File: src/rtl/bb3_pkg.sv
package bb3_pkg;

  localparam int CFG_IDX_W  = 1;
  localparam int CFG_DATA_W = 11;

  typedef enum logic [CFG_IDX_W-1:0] {
    CFG_FRAME_WIDTH  = 1'b0,
    CFG_FRAME_HEIGHT = 1'b1
  } cfg_idx_t;

  localparam logic [CFG_DATA_W-1:0] FRAME_WIDTH_RST  = 11'd640;
  localparam logic [CFG_DATA_W-1:0] FRAME_HEIGHT_RST = 11'd480;

  localparam logic KIND_PIXEL = 1'b0;
  localparam logic KIND_FLUSH = 1'b1;

  localparam int CH_W       = 8;
  localparam int SUM_W      = 12;
  localparam int PROD_W     = 24;
  localparam int DIV9_SHIFT = 15;
  // floor(s / 9) == (s * 3641) >> 15 for all s < 2296
  localparam logic [SUM_W-1:0] DIV9_MUL = 12'd3641;

  localparam int OUT_FIFO_DEPTH = 8;
  localparam int OUT_PTR_W      = 3;
  localparam int OUT_CNT_W      = 4;

  typedef struct packed {
    logic [CH_W-1:0] r;
    logic [CH_W-1:0] g;
    logic [CH_W-1:0] b;
  } pixel_t;

  typedef struct packed {
    pixel_t upper;
    pixel_t middle;
  } line_word_t;

  typedef struct packed {
    logic            kind;
    logic [CH_W-1:0] red_in;
    logic [CH_W-1:0] green_in;
    logic [CH_W-1:0] blue_in;
  } in_item_t;

  typedef struct packed {
    logic [CH_W-1:0] red_out;
    logic [CH_W-1:0] green_out;
    logic [CH_W-1:0] blue_out;
    logic            frame_end;
  } out_item_t;

  typedef struct packed {
    logic has_out;
    logic row_top;
    logic row_bot;
    logic col_left;
    logic col_right;
    logic last;
  } win_ctl_t;

endpackage

File: src/rtl/bb3_out_fifo.sv
module bb3_out_fifo (
  input  logic                              clk,
  input  logic                              rst_n,
  input  logic                              push,
  input  bb3_pkg::out_item_t                push_item,
  input  logic                              pop_ready,
  output logic                              out_valid,
  output bb3_pkg::out_item_t                out_item,
  output logic [bb3_pkg::OUT_CNT_W-1:0]     count
);

  bb3_pkg::out_item_t mem_r [bb3_pkg::OUT_FIFO_DEPTH];
  logic [bb3_pkg::OUT_PTR_W-1:0] wr_ptr_r, wr_ptr_nxt;
  logic [bb3_pkg::OUT_PTR_W-1:0] rd_ptr_r, rd_ptr_nxt;
  logic [bb3_pkg::OUT_CNT_W-1:0] cnt_r, cnt_nxt;
  logic pop;

  assign out_valid = (cnt_r != '0);
  assign pop       = out_valid && pop_ready;
  assign out_item  = mem_r[rd_ptr_r];
  assign count     = cnt_r;

  always_comb begin
    wr_ptr_nxt = push ? wr_ptr_r + bb3_pkg::OUT_PTR_W'(1) : wr_ptr_r;
    rd_ptr_nxt = pop ? rd_ptr_r + bb3_pkg::OUT_PTR_W'(1) : rd_ptr_r;
    cnt_nxt    = cnt_r;
    if (push && !pop) begin
      cnt_nxt = cnt_r + bb3_pkg::OUT_CNT_W'(1);
    end else if (pop && !push) begin
      cnt_nxt = cnt_r - bb3_pkg::OUT_CNT_W'(1);
    end
  end

  always_ff @(posedge clk) begin
    if (!rst_n) begin
      wr_ptr_r <= '0;
      rd_ptr_r <= '0;
      cnt_r    <= '0;
    end else begin
      wr_ptr_r <= wr_ptr_nxt;
      rd_ptr_r <= rd_ptr_nxt;
      cnt_r    <= cnt_nxt;
    end
  end

  always_ff @(posedge clk) begin
    if (push) begin
      mem_r[wr_ptr_r] <= push_item;
    end
  end

endmodule

File: config.mk
export PLATFORM = sky130hd
export DESIGN_NAME = bb3_out_fifo
export DESIGN_NICKNAME = d
export VERILOG_FILES = /design/src/rtl/bb3_pkg.sv /design/src/rtl/bb3_out_fifo.sv
export SDC_FILE = /design/constraint.sdc
export NUM_CORES = 1
export LEC_CHECK = 0
export ABC_AREA = 1
export ABC_CLOCK_PERIOD_IN_PS = 4700
export BUFFER_PORTS_ARGS = -buffer_cell sky130_fd_sc_hd__buf_4
export CORE_MARGIN = 3
export CORE_UTILIZATION = 35
export CTS_CLUSTER_DIAMETER = 50
export CTS_CLUSTER_SIZE = 24
export DETAILED_ROUTE_END_ITERATION = 12
export GPL_TIMING_DRIVEN = 1
export HOLD_SLACK_MARGIN = 0.03
export PLACE_DENSITY = 0.55
export SLEW_MARGIN = 20
export SYNTH_ARGS = -nofsm -noshare
export SYNTH_HDL_FRONTEND = slang
export SYNTH_SLANG_ARGS = --single-unit
export TNS_END_PERCENT = 20
File: constraint.sdc
create_clock -name clk -period 4.7 [get_ports clk]
set_clock_uncertainty 0.1 [all_clocks]
set_input_delay 0.47 -clock clk [delete_from_list [all_inputs] [get_ports clk]]
set_output_delay 0.47 -clock clk [all_outputs]
set_load 0.005 [all_outputs]
; Word-level counts from Yosys, hierarchy flattened
; Memory sizes are Yosys's and may differ from the RTL's. A register that Yosys moved wholly into a read port is not among the register bits.
; Index checks and enable logic that the tools add are counted.
[classes]
n_reduce_logical = 7
mux = 6
add_sub_neg = 4
[ops]
columns = operator, n
row1 = 4-bit 2-to-1 mux, 2
row2 = "3-bit by 1-bit adder with 3-bit output, second input constant", 2
row3 = 3-bit 2-to-1 mux, 2
row4 = "4-bit by 1-bit adder with 4-bit output, second input constant", 1
row5 = 4-bit nonzero test, 1
row6 = "4-bit by 1-bit subtractor with 4-bit output, second input constant", 1
row7 = 1-bit logical AND, 3
row8 = 1-bit zero test, 2
row9 = 1-bit 2-to-1 mux, 2
row10 = 2-bit nonzero test, 1
[word_totals]
mem_count = 1
out_inout_bits = 30
ramBits = 200
ff_bits = 10
inputBits = 29
elab_cells = 21
[memory_table]
columns = memory, words, width, read_ports, rd_ports_with_merged_regs, wr, line
row1 = mem_r, 8, 25, 1, 1, 1, bb3_out_fifo.sv:12  ; bb3_pkg::out_item_t mem_r [bb3_pkg::OUT_FIFO_DEPTH];

; Depth between registers and ports, before layout
; Gate-level depths: netlist of the first run.
[logic_depth]
ltp_word = 5
ltp_mapped = 13
depth_no_buf = 13

; Worst setup path before layout of the first run
; OpenSTA, ideal clock, no wires.
[synth_path]
kind = input to register
start = input port push
end = memory mem_r[0][0] in the netlist's numbering, enable pin
path_slack_ns = 2.288
setup_ns = 0.407
n_path_buf = 0
arrival_time_ns = 1.905
path_stages = 3
path_cell_list = inv_1 or2_2 nor2_1
[synth_between]
elab_chain_len = 2
[synth_lines]
columns = element, line
row1 = from (decl), bb3_out_fifo.sv:4  ; input logic push,
row2 = 1-bit 2-to-1 mux, bb3_out_fifo.sv:47  ; if (push) begin
row3 = 1-bit 2-to-1 mux (not written as such), bb3_out_fifo.sv:48  ; mem_r[wr_ptr_r] <= push_item;
row4 = to (decl), bb3_out_fifo.sv:12
; Every way passes these cells.

==> impl_metrics.env, run 1 <==
export IMPL_coreArea_um2=23800
export IMPL_multi_input_area_um2=2100
export IMPL_ys_flop_type="edfxtp_1"
export IMPL_clk_pin_slew_ps=80
export IMPL_synth_area_leaders="edfxtp_1 (70%), nor2_1 (9.4%), nand2_1 (6.3%), o21ai_0 (4.1%), dfxtp_1 (3.0%)"
export IMPL_rrSetupSlack_ps=2510
export IMPL_layout_drive_gt1_share_pct=13.7
export IMPL_ys_ff_latch=213
export IMPL_dieArea_um2=26600
export IMPL_max_cap_viol_count=0
export IMPL_yosysWarnings=0
export IMPL_drtIter0Drc=374
export IMPL_wl_um=19000
export IMPL_fin_nets=839
export IMPL_top_usage_layer="met2"
export IMPL_grtUsageMet1_pct=19.7
export IMPL_synth_area_um2=8630
export IMPL_grtUsageMet2_pct=24.1
export IMPL_tns_ps=0
export IMPL_dr_pass1_iters=4
export IMPL_hp_class="primary input to register"
export IMPL_status="finished clean"
export IMPL_leakagePower_nw=3.66
export IMPL_avgSynthCellArea_um2=11.5
export IMPL_cts_root_buffer="clkbuf_16"
export IMPL_cts_tree="done"
export IMPL_critPathArrivalTime_ps=2560
export IMPL_grt_pass1_vias=5126
export IMPL_peakVddDrop_mv=0.223
export IMPL_cts_buffers=19
export IMPL_drv_slew=0
export IMPL_ys_types=21
export IMPL_routedWlPerCell_um=16.7
export IMPL_synth_top_area_share_pct=69.6
export IMPL_hold_buffers=0
export IMPL_area_growth_pct=15.2
export IMPL_viasPerCell=4.67
export IMPL_critPathMaxFanout=75
export IMPL_rows=56
export IMPL_syn_nets=788
export IMPL_worstReg2RegEnd="count[3]"
export IMPL_antenna_found_initial=0
export IMPL_grt_setup_unrepaired="no"
export IMPL_reg2reg_depth=11
export IMPL_num_vias=5300
export IMPL_grt_usage_pct=14.3
export IMPL_min_path_cells=1
export IMPL_port_buffers=58
export IMPL_synthCells=753
export IMPL_post_route_drc_count=0
export IMPL_hpwl_um=9890
export IMPL_period_minus_slack_ps=3130
export IMPL_worstSetupPathType="register to primary output"
export IMPL_cp_start_kind="register"
export IMPL_fmax_ghz=0.320
export IMPL_total_power_w=0.00475
export IMPL_grt_pass1_wl_um=29500
export IMPL_period_share_pct=66.5
export IMPL_worstPathRequired_ps=4130
export IMPL_cts_buffer_depth=3
export IMPL_hold_viol=0
export IMPL_yosysSeqAreaShare_pct=72.6
export IMPL_worst_pin_slew_ps=1060
export IMPL_gp_congestion=0.732
export IMPL_die_y_um=163
export IMPL_fillers=2267
export IMPL_holdPathEnd="mem_r[4][6]"
export IMPL_timing_slew_headroom_pct=29.4
export IMPL_synth_largest_area_cell="edfxtp_1"
export IMPL_die_x_um=163
export IMPL_drt_antenna_violating_nets=0
export IMPL_insertion_delay_ps=470
export IMPL_critPathCaptureType="primary output"
export IMPL_diodes=0
export IMPL_ys_async_sr_fraction_pct=0
export IMPL_p_per_area_nw_per_um2=478
export IMPL_grt_overflow=0
export IMPL_final_seq_area_um2=6270
export IMPL_cts_resized=0
export IMPL_synth_edf_count=200
export IMPL_grt_max_degree=76
export IMPL_initial_utilization_pct=36.2
export IMPL_finalSetupViolCount=0
export IMPL_min_from="push_item[6]"
export IMPL_htreeDepth=1
export IMPL_cts_setup_buffers=0
export IMPL_cts_num_sinks=213
export IMPL_top_level_ports=59
export IMPL_fin_util_pct=41.7
export IMPL_grt_use_met3_pct=1.93
export IMPL_r2r_start="count[1]"
==> worst max path at each step <==
stage	to	cells after the start	slack, ps
final	out_item[21]	8	1570
after floorplan	mem_r[0][0]	3	2290
after global placement	out_item[2]	8	2100
after CTS	out_item[21]	8	1550
after global routing	out_item[2]	8	1360
after detailed placement	out_item[21]	8	2080
==> cell families (layout without fill, tap and decap cells) <==
group                      count (synthesis)  after routing  share of synthesized area, %
AOI/OAI and AO/OA                        113            113                          6.56
xor gates and xnor gates                   2              2                         0.203
adders and majority gates                  6              6                         0.957
buffers and inverters                     51            114                          3.48
DFF                                      213            213                          72.6
and+or+nand+nor                          368            368                          16.2
==> power by group <==
part,total (W),switching (W),internal [W],leakage [nW]
logic,0.00108,0.000669,0.000415,1.44
clock network,0.00147,0.000702,0.000769,0.292
registers,0.00220,0.0000547,0.00214,1.92
==> critical path: stages (launching register included) <==
cell	delay, ps
dfxtp_4	540
buf_4	720
nor2_1	120
nor2_1	130
o21ai_0	120
nand2_1	80
nand2_1	40
nand2_1	110
buf_4	120
==> metrics by stage <==
stage	hold WS (ps)	cell area [µm²]	std cells	setup WS [ps]
2_1_floorplan	357	8630	753	2290
3_3_place_gp	385	9320	1101	2100
3_5_place_dp	386	9320	1101	2080
4_1_cts	96.0	9910	1134	1550
5_1_grt	98.5	9940	1135	1360
6_report	112	9940	1135	1570
==> layer usage <==
metal | wire length (µm) | vias up
li1 | - | 2667
met1 | 8660 | 2515
met2 | 9250 | 90
met3 | 750 | 28
met4 | 349 | 0
met5 | 0 | -
==> cell usage after synthesis, types with 6 or more instances <==
cell type / count
buf_4: 6
nand3_1: 6
o21ai_1: 35
a21oi_1: 8
nand2_1: 144
edfxtp_1: 200
buf_6: 6
nor2_1: 216
buf_2: 13
inv_1: 11
dfxtp_1: 13
o21ai_0: 70
==> flip-flops by register name, indices dropped and copies added, names as in the netlist, named ones only <==
signal / count
mem_r: 200
count: 4
wr_ptr_r: 3
rd_ptr_r: 3
==> cell type report <==
class / instances / share of cell area, %
Sequential cell: 213 / 63.1
Multi-Input combinational cell: 489 / 21.2
Timing Repair Buffer: 67 / 5.26
Clock buffer: 20 / 4.82
Tap cell: 319 / 4.02
Clock inverter: 13 / 1.11
Inverter: 14 / 0.541
==> placed cells by master (no fill, tap or decap) <==
cell,count
inv_8,1
clkinv_1,2
nand3_1,6
xor2_1,2
nor2_1,208
buf_4,66
dfxtp_2,1
inv_1,11
inv_6,3
o21ai_0,70
inv_2,2
clkinv_8,2
or2_2,2
ha_1,5
dfxtp_1,11
nand2_1,144
edfxtp_1,200
clkinv_4,2
o21ai_1,35
nor2_2,3
clkinv_2,4
clkbuf_16,19
nor2_4,5
dfxtp_4,1
a21oi_1,8
buf_16,1
fa_1,1
clkbuf_1,1
Note: power is estimated with default switching activity, not from simulation.
==> inputs of run 2 (changes only) <==
--- a/config.mk
+++ b/config.mk
@@ -6,7 +6,7 @@
 export NUM_CORES = 1
 export LEC_CHECK = 0
 export ABC_AREA = 1
-export ABC_CLOCK_PERIOD_IN_PS = 4700
+export ABC_CLOCK_PERIOD_IN_PS = 2700
 export BUFFER_PORTS_ARGS = -buffer_cell sky130_fd_sc_hd__buf_4
 export CORE_MARGIN = 3
 export CORE_UTILIZATION = 35
@@ -15,7 +15,7 @@
 export DETAILED_ROUTE_END_ITERATION = 12
 export GPL_TIMING_DRIVEN = 1
 export HOLD_SLACK_MARGIN = 0.03
-export PLACE_DENSITY = 0.55
+export PLACE_DENSITY = 0.57
 export SLEW_MARGIN = 20
 export SYNTH_ARGS = -nofsm -noshare
 export SYNTH_HDL_FRONTEND = slang
==> constraint.sdc (replaced) <==
create_clock -name clk -period 2.7 [get_ports clk]
set_clock_uncertainty 0.1 [all_clocks]
set_input_delay 0.27 -clock clk [delete_from_list [all_inputs] [get_ports clk]]
set_output_delay 0.27 -clock clk [all_outputs]
set_load 0.005 [all_outputs]
==> impl_metrics.env, run 2 (synthesis gave the netlist of run 1 again) <==
export IMPL_grt_pass1_wl_um=29400
export IMPL_p_clk_share_pct=32.9
export IMPL_final_common_cell="nor2_1"
export IMPL_worstSetupPathType="register to primary output"
export IMPL_critPathCaptureType="primary output"
export IMPL_hpwl_um=10100
export IMPL_worstReg2RegEnd="count[3]"
export IMPL_peakVddDrop_mv=0.371
export IMPL_htreeDepth=1
export IMPL_cts_num_sinks=213
export IMPL_fillers=2226
export IMPL_gp_congestion=0.742
export IMPL_layout_common_cells="nor2_1 (208), edfxtp_1 (200), nand2_1 (144), buf_4 (75), o21ai_0 (70)"
export IMPL_hp_class="register to register"
export IMPL_top_level_ports=59
export IMPL_grt_pass1_vias=5363
export IMPL_status="finished clean"
export IMPL_grt_setup_unrepaired="no"
export IMPL_pwr_share_seq_pct=44.3
export IMPL_power_internal_w=0.00612
export IMPL_fmax_ghz=0.424
export IMPL_area_growth_pct=19.9
export IMPL_min_from="wr_ptr_r[0]"
export IMPL_initial_utilization_pct=36.2
export IMPL_cts_resized=0
export IMPL_cts_root_buffer="clkbuf_16"
export IMPL_wl_met3_um=1140
export IMPL_layout_drive_gt1_share_pct=14.3
export IMPL_drtIter0Drc=421
export IMPL_coreArea_um2=23800
export IMPL_tns_ps=0
export IMPL_post_route_drc_count=0
export IMPL_top_register="mem_r"
export IMPL_antenna_found_initial=1
export IMPL_fin_util_pct=43.4
export IMPL_final_seq_area_um2=6270
export IMPL_insertion_delay_ps=470
export IMPL_rrSetupSlack_ps=520
export IMPL_topRoutingLayerUsed="met4"
export IMPL_grt_overflow=0
export IMPL_leakagePower_nw=3.85
export IMPL_p_per_area_nw_per_um2=831
export IMPL_die_y_um=163
export IMPL_hold_buffers=29
export IMPL_cts_buffers=19
export IMPL_switching_power_w=0.00247
export IMPL_worst_pin_slew_ps=673
export IMPL_hold_viol=0
export IMPL_period_share_pct=87.4
export IMPL_r2r_start="count[0]"
export IMPL_multi_input_area_um2=2080
export IMPL_rows=56
export IMPL_dr_pass1_iters=4
export IMPL_viasPerCell=4.62
export IMPL_cts_buffer_depth=3
export IMPL_period_minus_slack_ps=2360
export IMPL_reg2reg_depth=11
export IMPL_dieArea_um2=26600
export IMPL_port_buffers=58
export IMPL_min_path_cells=2
export IMPL_swShare_pct=28.8
export IMPL_dp_cells=1111
export IMPL_cp_start_kind="register"
export IMPL_grt_usage_pct=14.0
export IMPL_timing_slew_headroom_pct=55.2
export IMPL_wl_met1_um=8060
export IMPL_wl_um=18400
export IMPL_instances_no_fill=1174
export IMPL_holdPathEnd="wr_ptr_r[0]"
export IMPL_dr_wl_met2_um=8970
export IMPL_fin_nets=877
export IMPL_largest_register_ffs=200
export IMPL_die_x_um=163
export IMPL_routedWlPerCell_um=15.7
export IMPL_finalSetupViolCount=0
export IMPL_combPwrFrac_pct=22.8
export IMPL_drt_antenna_violating_nets=0
export IMPL_critPathArrivalTime_ps=1990
export IMPL_cts_tree="done"
export IMPL_max_cap_viol_count=0
export IMPL_drv_slew=0
export IMPL_cts_setup_buffers=0
export IMPL_worstPathRequired_ps=2330
export IMPL_grt_max_degree=55
export IMPL_critPathMaxFanout=54
export IMPL_num_vias=5426
export IMPL_clk_pin_slew_ps=70
[run 2: cell count changes in the layout (fill, tap and decap cells not counted), sizes merged]
cell         before  now
bufinv            0    3
dlygate4sd3       0   29
clkbuf           20   19
inv              17   18
buf              67   76
clkinv           10    5
clkinvlp          0    2
diode             0    1
[run 2: how the worst max path moves through the flow]
stage / startpoint / slack [ps] / cells after the start / end
detailed placement: count[0] / 520 / 11 / count[3]
CTS: register / 280 / 8 / out_item[3]
floorplan: wr_ptr_r[0] / 470 / 2 / mem_r[0][0]
global placement: count[0] / 600 / 11 / count[3]
global route: register / 90 / 8 / out_item[0]
finish: register / 340 / 7 / out_item[21]
[run 2: cell type report]
type / instances / area share, %
sequential: 213 / 60.6
multi-input combinational: 489 / 20.1
timing repair buffer: 105 / 8.45
clock buffer: 19 / 4.60
tap: 319 / 3.86
clock inverter: 14 / 1.80
inverter: 14 / 0.508
antenna: 1 / 0.0242
[run 2: through the flow]
step | power (W) | worst slack (ps) | instance area (µm²) | hold WS (ps)
final | 0.00859 | 340 | 10300 | 401
after global routing | 0.00911 | 85.5 | 10300 | 434
after CTS | 0.00872 | 283 | 10300 | 402
after detailed placement | 0.00585 | 524 | 9390 | 390
after global placement | 0.00582 | 596 | 9390 | 384
after floorplan | 0.00514 | 469 | 8630 | 269
[run 2: power groups by stage]
stage / logic [W] / registers, W / clock network (W)
floorplan: 0.00128 / 0.00385 / 0
global placement: 0.00194 / 0.00388 / 0
detailed placement: 0.00196 / 0.00388 / 0
CTS: 0.00201 / 0.00381 / 0.00290
global route: 0.00226 / 0.00382 / 0.00303
finish: 0.00196 / 0.00381 / 0.00283
[run 2: routing by layer]
layer / track usage (%) / up-vias
met1: 18.9 / 2546
met5: 0 / -
met4: 4.08 / 0
met2: 23.9 / 114
met3: 1.91 / 23
li1: - / 2743
[run 2: critical path, stage by stage (launching register included)]
cell     delay [ps]
dfxtp_4         420
inv_2            70
buf_4           450
o21ai_0         170
nand2_1          90
nand2_1          50
nand2_1         120
buf_4           120
