### config.mk
export PLATFORM = sky130hd
export DESIGN_NAME = bb3_window
export DESIGN_NICKNAME = d
export VERILOG_FILES = /design/src/rtl/bb3_pkg.sv /design/src/rtl/bb3_window.sv
export SDC_FILE = /design/constraint.sdc
export NUM_CORES = 1
export LEC_CHECK = 0
export ABC_CLOCK_PERIOD_IN_PS = 10330
export BUFFER_PORTS_ARGS = -buffer_cell sky130_fd_sc_hd__buf_2
export CORE_MARGIN = 10
export CORE_UTILIZATION = 30
export CTS_BUF_LIST = sky130_fd_sc_hd__clkbuf_8
export CTS_CLUSTER_SIZE = 40
export DETAILED_ROUTE_END_ITERATION = 10
export GPL_TIMING_DRIVEN = 0
export PLACE_DENSITY_LB_ADDON = 0.1
export SLEW_MARGIN = 20
export SYNTH_ARGS = -nofsm -noshare
export SYNTH_HDL_FRONTEND = slang
export SYNTH_SLANG_ARGS = --single-unit
### constraint.sdc
create_clock -name clk -period 10.33 [get_ports clk]
set_input_delay 0.5165 -clock clk [delete_from_list [all_inputs] [get_ports clk]]
set_output_delay 0.5165 -clock clk [all_outputs]
set_load 0.01 [all_outputs]
### src/rtl/bb3_pkg.sv
package bb3_pkg;

  localparam int CFG_IDX_W  = 1;
  localparam int CFG_DATA_W = 11;

  typedef enum logic [CFG_IDX_W-1:0] {
    CFG_FRAME_WIDTH  = 1'b0,
    CFG_FRAME_HEIGHT = 1'b1
  } cfg_idx_t;

  localparam logic [CFG_DATA_W-1:0] FRAME_WIDTH_RST  = 11'd640;
  localparam logic [CFG_DATA_W-1:0] FRAME_HEIGHT_RST = 11'd480;

  localparam logic KIND_PIXEL = 1'b0;
  localparam logic KIND_FLUSH = 1'b1;

  localparam int CH_W       = 8;
  localparam int SUM_W      = 12;
  localparam int PROD_W     = 24;
  localparam int DIV9_SHIFT = 15;
  // floor(s / 9) == (s * 3641) >> 15 for all s < 2296
  localparam logic [SUM_W-1:0] DIV9_MUL = 12'd3641;

  localparam int OUT_FIFO_DEPTH = 8;
  localparam int OUT_PTR_W      = 3;
  localparam int OUT_CNT_W      = 4;

  typedef struct packed {
    logic [CH_W-1:0] r;
    logic [CH_W-1:0] g;
    logic [CH_W-1:0] b;
  } pixel_t;

  typedef struct packed {
    pixel_t upper;
    pixel_t middle;
  } line_word_t;

  typedef struct packed {
    logic            kind;
    logic [CH_W-1:0] red_in;
    logic [CH_W-1:0] green_in;
    logic [CH_W-1:0] blue_in;
  } in_item_t;

  typedef struct packed {
    logic [CH_W-1:0] red_out;
    logic [CH_W-1:0] green_out;
    logic [CH_W-1:0] blue_out;
    logic            frame_end;
  } out_item_t;

  typedef struct packed {
    logic has_out;
    logic row_top;
    logic row_bot;
    logic col_left;
    logic col_right;
    logic last;
  } win_ctl_t;

endpackage

### src/rtl/bb3_window.sv
module bb3_window (
  input  logic               clk,
  input  logic               rst_n,
  input  logic               shift_en,
  input  bb3_pkg::pixel_t    above,
  input  bb3_pkg::pixel_t    mid,
  input  bb3_pkg::pixel_t    pix,
  input  bb3_pkg::win_ctl_t  ctl_in,
  output logic               push,
  output bb3_pkg::out_item_t push_item,
  output logic [1:0]         pend
);

  bb3_pkg::pixel_t   win_r [9];
  logic              s2_vld_r;
  bb3_pkg::win_ctl_t s2_ctl_r;
  logic              s3_vld_r;
  bb3_pkg::win_ctl_t s3_ctl_r;
  logic [bb3_pkg::SUM_W-1:0] s3_sum_r [3];
  logic [bb3_pkg::SUM_W-1:0] sum_nxt [3];
  logic [bb3_pkg::PROD_W-1:0] prod [3];
  logic [2:0] rok;
  logic [2:0] cok;

  always_ff @(posedge clk) begin
    if (shift_en) begin
      for (int r = 0; r < 3; r++) begin
        win_r[r*3]   <= win_r[r*3+1];
        win_r[r*3+1] <= win_r[r*3+2];
      end
      win_r[2] <= above;
      win_r[5] <= mid;
      win_r[8] <= pix;
    end
  end

  always_comb begin
    rok = {s2_ctl_r.row_bot, 1'b1, s2_ctl_r.row_top};
    cok = {s2_ctl_r.col_right, 1'b1, s2_ctl_r.col_left};
    for (int k = 0; k < 3; k++) begin
      sum_nxt[k] = '0;
    end
    for (int r = 0; r < 3; r++) begin
      for (int c = 0; c < 3; c++) begin
        if (rok[r] && cok[c]) begin
          sum_nxt[0] = sum_nxt[0] + bb3_pkg::SUM_W'(win_r[r*3+c].r);
          sum_nxt[1] = sum_nxt[1] + bb3_pkg::SUM_W'(win_r[r*3+c].g);
          sum_nxt[2] = sum_nxt[2] + bb3_pkg::SUM_W'(win_r[r*3+c].b);
        end
      end
    end
  end

  always_ff @(posedge clk) begin
    if (!rst_n) begin
      s2_vld_r <= 1'b0;
      s3_vld_r <= 1'b0;
    end else begin
      s2_vld_r <= shift_en && ctl_in.has_out;
      s3_vld_r <= s2_vld_r;
    end
  end

  always_ff @(posedge clk) begin
    s2_ctl_r <= ctl_in;
    s3_ctl_r <= s2_ctl_r;
    for (int k = 0; k < 3; k++) begin
      s3_sum_r[k] <= sum_nxt[k];
    end
  end

  always_comb begin
    for (int k = 0; k < 3; k++) begin
      prod[k] = bb3_pkg::PROD_W'(s3_sum_r[k]) * bb3_pkg::PROD_W'(bb3_pkg::DIV9_MUL);
    end
  end

  assign push                = s3_vld_r;
  assign push_item.red_out   = prod[0][bb3_pkg::DIV9_SHIFT +: bb3_pkg::CH_W];
  assign push_item.green_out = prod[1][bb3_pkg::DIV9_SHIFT +: bb3_pkg::CH_W];
  assign push_item.blue_out  = prod[2][bb3_pkg::DIV9_SHIFT +: bb3_pkg::CH_W];
  assign push_item.frame_end = s3_ctl_r.last;
  assign pend                = {s2_vld_r, s3_vld_r};

endmodule

After elaboration in Yosys (flattened, before gate mapping) --
Memories as Yosys holds them, arrays and structs flattened. Cells that the tools add are included. W data, S select, Z words.
Word-level totals: register bits 8, memory bits (writable) 252, output and inout bits 28, memories 2
Memories:
- win_r | depth 9, width 24, rd ports 9, clocked after memory_dff 0, wr ports 9, RTL line bb3_window.sv:14 | bb3_pkg::pixel_t win_r [9];
- s3_sum_r | depth 3, width 12, rd ports 3, clocked after memory_dff 0, wr ports 3, RTL line bb3_window.sv:19 | logic [bb3_pkg::SUM_W-1:0] s3_sum_r [3];
Cells by class: add/sub/neg operators 24, multipliers 3, mux-type cells 10, reductions and logical operators 5
Operator list (number):
- $add A12 B8 Y12 | 24
- $mux W36 | 7
- $mul A12 B12 Y23 const B | 3
- $mux W32 | 1
- $logic_and A1 B1 Y1 | 5
- $mux W1 | 2

Longest topological paths before layout --
Gate-level depths: netlist of run 1.
depth in word-level cells 17, mapped depth 54, depth with buffers taken out 50

Worst setup path after synthesis of run 1 --
OpenSTA, ideal clock, no wires.
path type register -> register, start register s2_ctl_r (netlist bit rok[0]), end memory s3_sum_r[0][35] (netlist bit), setup time 122 ps, data arrival time 9505 ps, data required time 10208 ps, path slack 703 ps, stages on the path, launching flop included 48, cell sequence dfxtp_1 > buf_2 > clkbuf_1 > clkbuf_1 > clkbuf_1 > and3_1 > ha_1 > inv_1 > fa_1 > and2b_1 > nor2_1 > xnor2_1 > nand2_1 > inv_1 > ha_1 > a211oi_1 > nor2_1 > o41ai_1 > [12 not listed] > o21ai_0 > a21oi_1 > o21a_1 > o21a_1 > o31ai_1 > ha_1 > or3_1 > a31o_2 > ha_1 > o21a_1 > o21ai_0 > a21oi_1 > nand3b_2 > nor4b_1 > nor2_1 > xor2_1 > mux2_4 > a221o_1
RTL lines:
- start: declaration | RTL line bb3_window.sv:16 | bb3_pkg::win_ctl_t s2_ctl_r;
- start signal: assignment | RTL line bb3_window.sv:65 | s2_ctl_r <= ctl_in;
- end: declaration | RTL line bb3_window.sv:19

==> reports/metrics.yaml, run 1 <==
cells_and_area:
  final_area_um2: 28300
  drive_above_1_share: 0.147
  final_cell_mix: "ha_1 (376), inv_1 (243), edfxtp_1 (216)"
  synthToLayoutAreaGrowth_pct: 18.8
  layout.nets: 3190
  final_common_cell: "ha_1"
  num-fill-cells: 7934
  layout.cells.non_filler: 3706
floorplanning:
  die_h_um: 302
  dieArea_um2: 91200
  core_um2: 78900
  die_w_um: 302
  start_util: 0.302
  rows: 103
  ios: 109
clock_network:
  cts.sinks: 260
  htree_levels: 2
  root_buffer: "clkbuf_8"
  cts_tree: "built"
  worstSkewPairLatency_ns: 0.68
  clk_pin_slew_ns: 0.06
  cts_buffers: 54
  cts_max_path_buffers: 3
global_routing:
  overflow: 0
  grt.total_usage: 0.144
  first_global_vias: 18600
  grt_start_max_net_pins: 76
  antenna_found_initial: 3
  grt_pass1_wl_um: 104000
drt:
  drt_wl_total_um: 65700
  drcViolationCount: 0
  antenna_left: 0
  dr_total_vias: 17800
  drt_iter0_markers: 831
  first_pass_iters: 5
  wl_per_cell_um: 17.7
  routed_via_density: 4.79
worst_setup_path:
  setup.worst_path.class: "reg2reg"
  cp_slowest_stage_delay_ns: 0.37
  r2r-start: "rok[0]$_DFF_P_"
  cp_max_fo: 10
  end_kind: "register"
  required_ns: 10.88
  rr_endpoint: "s3_sum_r[0][35]$_DFF_P_"
  rrSetupSlack_ns: 0.61
  worst_r2r_path_depth: 49
  cp-start-kind: "register"
  critPathLaunch: "rok[0]$_DFF_P_"
  critPathArrivalTime_ns: 10.26
  crit_slowest_cell: "dfxtp_4"
  endpoint: "s3_sum_r[0][35]$_DFF_P_"
placement:
  dp_worst_setup_slack_ns: -2.14
  dp_hpwl_um: 51200
  io_buffers: 108
  placed_cells: 3511
  gp_congestion: 0.838
  placed_area_um2: 25800
logic_synthesis:
  syn-instance-count: 2351
  syn_nets: 2931
  ys_seq_elements: 260
  synth_ff_type: "edfxtp_1"
  async_flop_share: 0
  yosysWarnings: 0
  syn_area_per_cell_um2: 10.1
  ys_types: 92
  synth_area_um2: 23800
  ys_seq_area_frac: 0.309
  synth_edf_count: 216
sta:
  finClkSkew_ns: 0.0538
  drv_slew: 0
  max_freq_ghz: 0.103
  fin_ws_ns: 0.614
  worstMarginPinSlew_ns: 1.03
  relSlewSlack: 0.317
  period_needed_ns: 9.72
  fin_crit_sh: 0.941
  holdWs_ns: 0.0587
  finalSetupViolations: 0
  hold_viol: 0
job:
  maxCapViolations: 0
min_path:
  hold_path.class: "in2reg"
run_status:
  status: "finished clean"
-- stage by stage --
stage                util  setup TNS, ns
finish              0.359              0
global route        0.359        -0.0637
CTS                 0.352              0
detailed placement  0.327         -23.08
global placement    0.326         -22.50
floorplan               -              0
-- synthesized netlist by cell type (5+ instances only) --
library cell  instances  area (um2)
ha_1                385        4820
inv_1               226         848
edfxtp_1            216        6490
nor2_1              200         751
a21oi_1             143         716
xnor2_1             126        1100
nand2_1             119         447
o21ai_0             117         586
fa_1                114        2280
a21o_1               55         413
dfxtp_1              44         881
xor2_1               43         377
nor2b_1              39         244
o21a_1               39         293
clkbuf_1             36         135
and3_1               35         219
nor3_1               31         155
buf_4                27         203
a211oi_1             25         188
o21bai_1             25         188
mux2i_1              23         230
nand3_1              23         115
nand2b_1             21         131
o31ai_1              21         158
a21boi_0             18         135
and2_1               18         113
mux2_2               17         191
or3_1                12        75.1
o31a_1               10        87.6
a31o_2                9        78.8
o22ai_1               8        50.1
a31oi_1               7        43.8
o211ai_1              7        52.6
o21ai_1               7        35.0
o41ai_1               7        61.3
a211o_1               5        43.8
nand4_1               5        31.3
nor4_1                5        31.3
nor4b_1               5        43.8
-- worst min path at each step --
stage	startpoint	end	slack, ns	cells after the start
after floorplan	s2_ctl_r[0]$_DFF_P_	push_item[0]$_DFF_P_	0.31	0
after global placement	s2_ctl_r[0]$_DFF_P_	push_item[0]$_DFF_P_	0.31	0
after detailed placement	s2_ctl_r[0]$_DFF_P_	push_item[0]$_DFF_P_	0.32	0
after CTS	pix[9]	win_r[4][9]$_DFFE_PP_	0.0009	1
after global routing	pix[8]	win_r[4][8]$_DFFE_PP_	0.02	1
final	pix[12]	win_r[4][12]$_DFFE_PP_	0.06	1
-- routing by layer --
metal,share of wire,vias up,global-route usage
li1,-,8901,-
met1,0.48,8508,0.194
met2,0.46,279,0.238
met3,0.040,78,0.0243
met4,0.021,0,0.0355
met5,0,-,0
-- timing repair --
| item | CTS | global route |
|---|---|---|
| hold buffers | 67 | 0 |
| setup buffers | 3 | 24 |
| pin swaps | 5 | 27 |
| endpoints found under the setup margin | 25 | 13 |
| endpoints found under the hold margin | 67 | 0 |
| resized for setup | 43 | 93 |
-- state kept, by name (all words and copies together) (netlist names) --
register	count
win_r	216
s3_sum_r	36
cok	2
rok	2
push	1
push_item	1
s2_ctl_r	1
s2_vld_r	1
-- final cells by class --
| cell class | count | area (um2) | share of cell area |
|---|---|---|---|
| well taps | 1050 | 1310 | 0.0464 |
| inverters | 229 | 860 | 0.0303 |
| clock buffers | 65 | 895 | 0.0316 |
| repair buffers | 204 | 1480 | 0.0522 |
| multi-input cells | 1796 | 15700 | 0.555 |
| plain buffers | 65 | 444 | 0.0157 |
| diodes | 1 | 2.50 | 0.0000883 |
| clock inverters | 36 | 248 | 0.00874 |
| flip-flops and latches | 260 | 7370 | 0.260 |
-- critical path: cells and delay by family, from the launching register on --
kind,cells,cell delay [ns]
AOI/OAI and AO/OA,21,3.45
xor gates and xnor gates,2,0.33
adders and majority gates,9,2.51
buffers and inverters,6,0.79
DFF,1,0.37
muxes,1,0.26
and+or+nand+nor,10,1.82
-- cell families (layout without fill, tap and decap cells) --
logic type,count (synthesis),after routing,synth area share
adder cells (fa/ha/maj),500,500,0.298
other,0,1,0
flip-flops,260,260,0.309
XOR/XNOR,175,175,0.0670
multiplexers,42,42,0.0189
buffers and inverters,295,599,0.0512
AO/OA/AOI/OAI,543,543,0.148
AND/OR/NAND/NOR,536,536,0.108
Power of run 1 is left out: the tool's default activity adds up to more than one toggle a clock period on the data nets, which glitch-free logic cannot reach.
==> inputs of run 2 (changes only) <==
- ABC_AREA: not set -> 1
==> run 2 against run 1 <==
  * Register-to-register slack better by 0.32 ns
  * Fmax grew 3.4%
  * Utilization shrank 1.1 points
  * Worst setup slack better by 0.32 ns
  * Sequential share of layout area grew 0.80 points
  * Die area hardly changed
  * First-iteration DRC count grew 12%
  * Non-clock buffer count is 43 lower
  * Hold slack improved by 0.013 ns
  * Final cell count increased by 7.3%
  * Area after synthesis hardly changed
==> reports/metrics.yaml, run 2 <==
clock_network:
  worstSkewPairLatency_ns: 0.65  # -0.03 ns
  cts_tree: "built"
  cts_buffers: 53  # -1.9%
  root_buffer: "clkbuf_8"
  htree_levels: 2  # unchanged
  clk_pin_slew_ns: 0.06  # about the same
  cts.sinks: 260  # unchanged
  postCtsSetupRepairBufs: 0  # -3
  cts_max_path_buffers: 3  # unchanged
worst_setup_path:
  end_kind: "register"
  crit_slowest_cell: "fa_1"
  setup.worst_path.class: "reg2reg"
  required_ns: 10.85  # -0.03 ns
  cp_slowest_stage_delay_ns: 0.60  # +0.23 ns
  cp-start-kind: "register"
  critPathArrivalTime_ns: 9.92  # -0.34 ns
  cp_max_fo: 19  # +9
logic_synthesis:
  yosys.area_share.adder: 0.298  # -0.000529
  synth_edf_count: 216  # unchanged
  ys_seq_elements: 260  # unchanged
  synth_area_leaders: "edfxtp_1 (27%), ha_1 (20%), fa_1 (9.6%)"
  ys_types: 59  # -36%
  syn-instance-count: 2663  # +13%
  async_flop_share: 0  # unchanged
  synth_ff_type: "edfxtp_1"
  synth_xor_area_frac: 0.0448  # -0.0222
  yosysMostFrequentCell: "nand2_1"
  syn_nets: 3243  # +11%
  synth_top_family_by_area: "adder cells"
  synth-simple-area-share: 0.165  # +0.0568
  syn_area_per_cell_um2: 8.96  # -12%
  synthMuxAreaShare: 0  # -0.0189
  synth_compound_area_frac: 0.105  # -0.0433
  synth_top_area_frac: 0.272  # about the same
  synth_common_cells: "nand2_1 (451), inv_1 (397), ha_1 (385)"
  ys_seq_area_frac: 0.309  # about the same
  synthDominantAreaCellType: "edfxtp_1"
  yosysWarnings: 0  # unchanged
  synth_area_um2: 23900  # about the same
job:
  maxCapViolations: 0  # unchanged
cells_and_area:
  final_common_cell: "nand2_1"
  final_cell_mix: "nand2_1 (451), inv_1 (408), ha_1 (385)"
  drive_above_1_share: 0.120  # -0.0269
  final_area_um2: 27500  # -3.0%
  largest_reg_flops: 216  # unchanged
  regMostFlops: "win_r"
  synthToLayoutAreaGrowth_pct: 15.2
  layout.nets: 3461  # +8.5%
  num-fill-cells: 8224  # +3.7%
  top_regs: "win_r (216), s3_sum_r (36)"
sta:
  drv_slew: 0  # unchanged
  finClkSkew_ns: 0.0300  # -0.0237 ns
  max_freq_ghz: 0.106  # +3.4%
  hold_viol: 0  # unchanged
  rsz0062_at_grt: "no"
  fin_ws_ns: 0.930  # +0.316 ns
  period_needed_ns: 9.40  # -0.316 ns
  worstMarginPinSlew_ns: 0.822  # -0.204 ns
  holdWs_ns: 0.0716  # +0.0129 ns
  finalSetupViolations: 0  # unchanged
  relSlewSlack: 0.452  # +0.136
  tns_ns: 0  # unchanged
  fin_crit_sh: 0.910  # -0.0306
floorplanning:
  dieArea_um2: 91200  # about the same
  die_w_um: 302  # about the same
  rows: 103  # unchanged
  die_h_um: 302  # about the same
  core_um2: 78900  # unchanged
  ios: 109  # unchanged
  start_util: 0.302  # about the same
placement:
  io_buffers: 108  # unchanged
  placed_area_um2: 25800  # about the same
  dp_worst_setup_slack_ns: 0.501  # +2.65 ns
  gp_congestion: 0.868  # +3.7%
  dp_hpwl_um: 49200  # -3.9%
drt:
  drt_wl_total_um: 60100  # -8.6%
  dr_total_vias: 18300  # +2.8%
  routed_via_density: 4.59  # -4.2%
  drcViolationCount: 0  # unchanged
  drt_iter0_markers: 930  # +12%
  wl_per_cell_um: 15.1  # -15%
  antenna_left: 0  # unchanged
  first_pass_iters: 5  # unchanged
global_routing:
  overflow: 0  # unchanged
  antenna_found_initial: 1  # -2
  grt.total_usage: 0.135  # -0.00900
  first_global_vias: 19200  # +2.8%
  grt_start_max_net_pins: 81  # +6.6%
  grt_pass1_wl_um: 99100  # -4.5%
min_path:
  hold_path.class: "in2reg"
run_status:
  status: "finished clean"
run 2: kinds of logic (layout without fill, tap and decap cells):
group | count (synthesis) | count (layout)
AO/OA/AOI/OAI | 463 | 463
XOR/XNOR | 122 | 122
adder cells (fa/ha/maj) | 499 | 499
buffers and inverters | 474 | 736
flip-flops | 260 | 260
other | 0 | 2
AND/OR/NAND/NOR | 845 | 845
run 2: final timing paths:
| path | startpoint | endpoint | slack [ns] | cells after the start |
|---|---|---|---|---|
| worst max-delay path | cok[0]$_DFF_P_ | s3_sum_r[0][23]$_DFF_P_ | 0.93 | 44 |
| worst min-delay path | pix[8] | win_r[4][8]$_DFFE_PP_ | 0.07 | 1 |
| worst max register to register | cok[0]$_DFF_P_ | s3_sum_r[0][23]$_DFF_P_ | 0.93 | 44 |
| worst min register to register | s2_ctl_r[0]$_DFF_P_ | push_item[0]$_DFF_P_ | 0.33 | 0 |
run 2: through the flow:
stage,std cells,utilization
2_1_floorplan,2663,-
3_3_place_gp,3821,0.326
3_5_place_dp,3823,0.327
4_1_cts,3976,0.348
5_1_grt,3976,0.348
6_report,3977,0.348
run 2: timing repair:
| action | CTS | global route |
|---|---|---|
| hold endpoints to repair | 54 | 0 |
| gates resized for setup | 0 | 0 |
| hold buffers | 54 | 0 |
| endpoints found under the setup margin | 0 | 4 |
run 2: worst max-delay path: cells and delay by family (launching register included):
| family | cells | cell delay, ns |
|---|---|---|
| adders and majority gates | 9 | 3.94 |
| and+or+nand+nor | 20 | 2.53 |
| DFF | 1 | 0.47 |
| buffers and inverters | 6 | 0.54 |
| AOI/OAI and AO/OA | 9 | 1.82 |
run 2: per-layer routing:
metal	share of wire	GRT usage	vias to the layer above	wire, um
met5	0	0	-	0
met4	0.017	0.0316	0	1040
met3	0.034	0.0184	64	2070
met2	0.47	0.232	234	28000
met1	0.48	0.178	8610	29000
li1	-	-	9354	-
run 2: cell type report:
class                           count  area, um2  share of cell area
Buffer                             62        348              0.0127
Multi-Input combinational cell   1929      14600               0.531
Clock buffer                       60        826              0.0300
Tap cell                         1050       1310              0.0478
Inverter                          411       1550              0.0562
Sequential cell                   260       7370               0.268
Clock inverter                     39        338              0.0123
Antenna cell                        2       5.00            0.000182
Timing Repair Buffer              164       1150              0.0417
Power of run 2 is left out for the same reason.
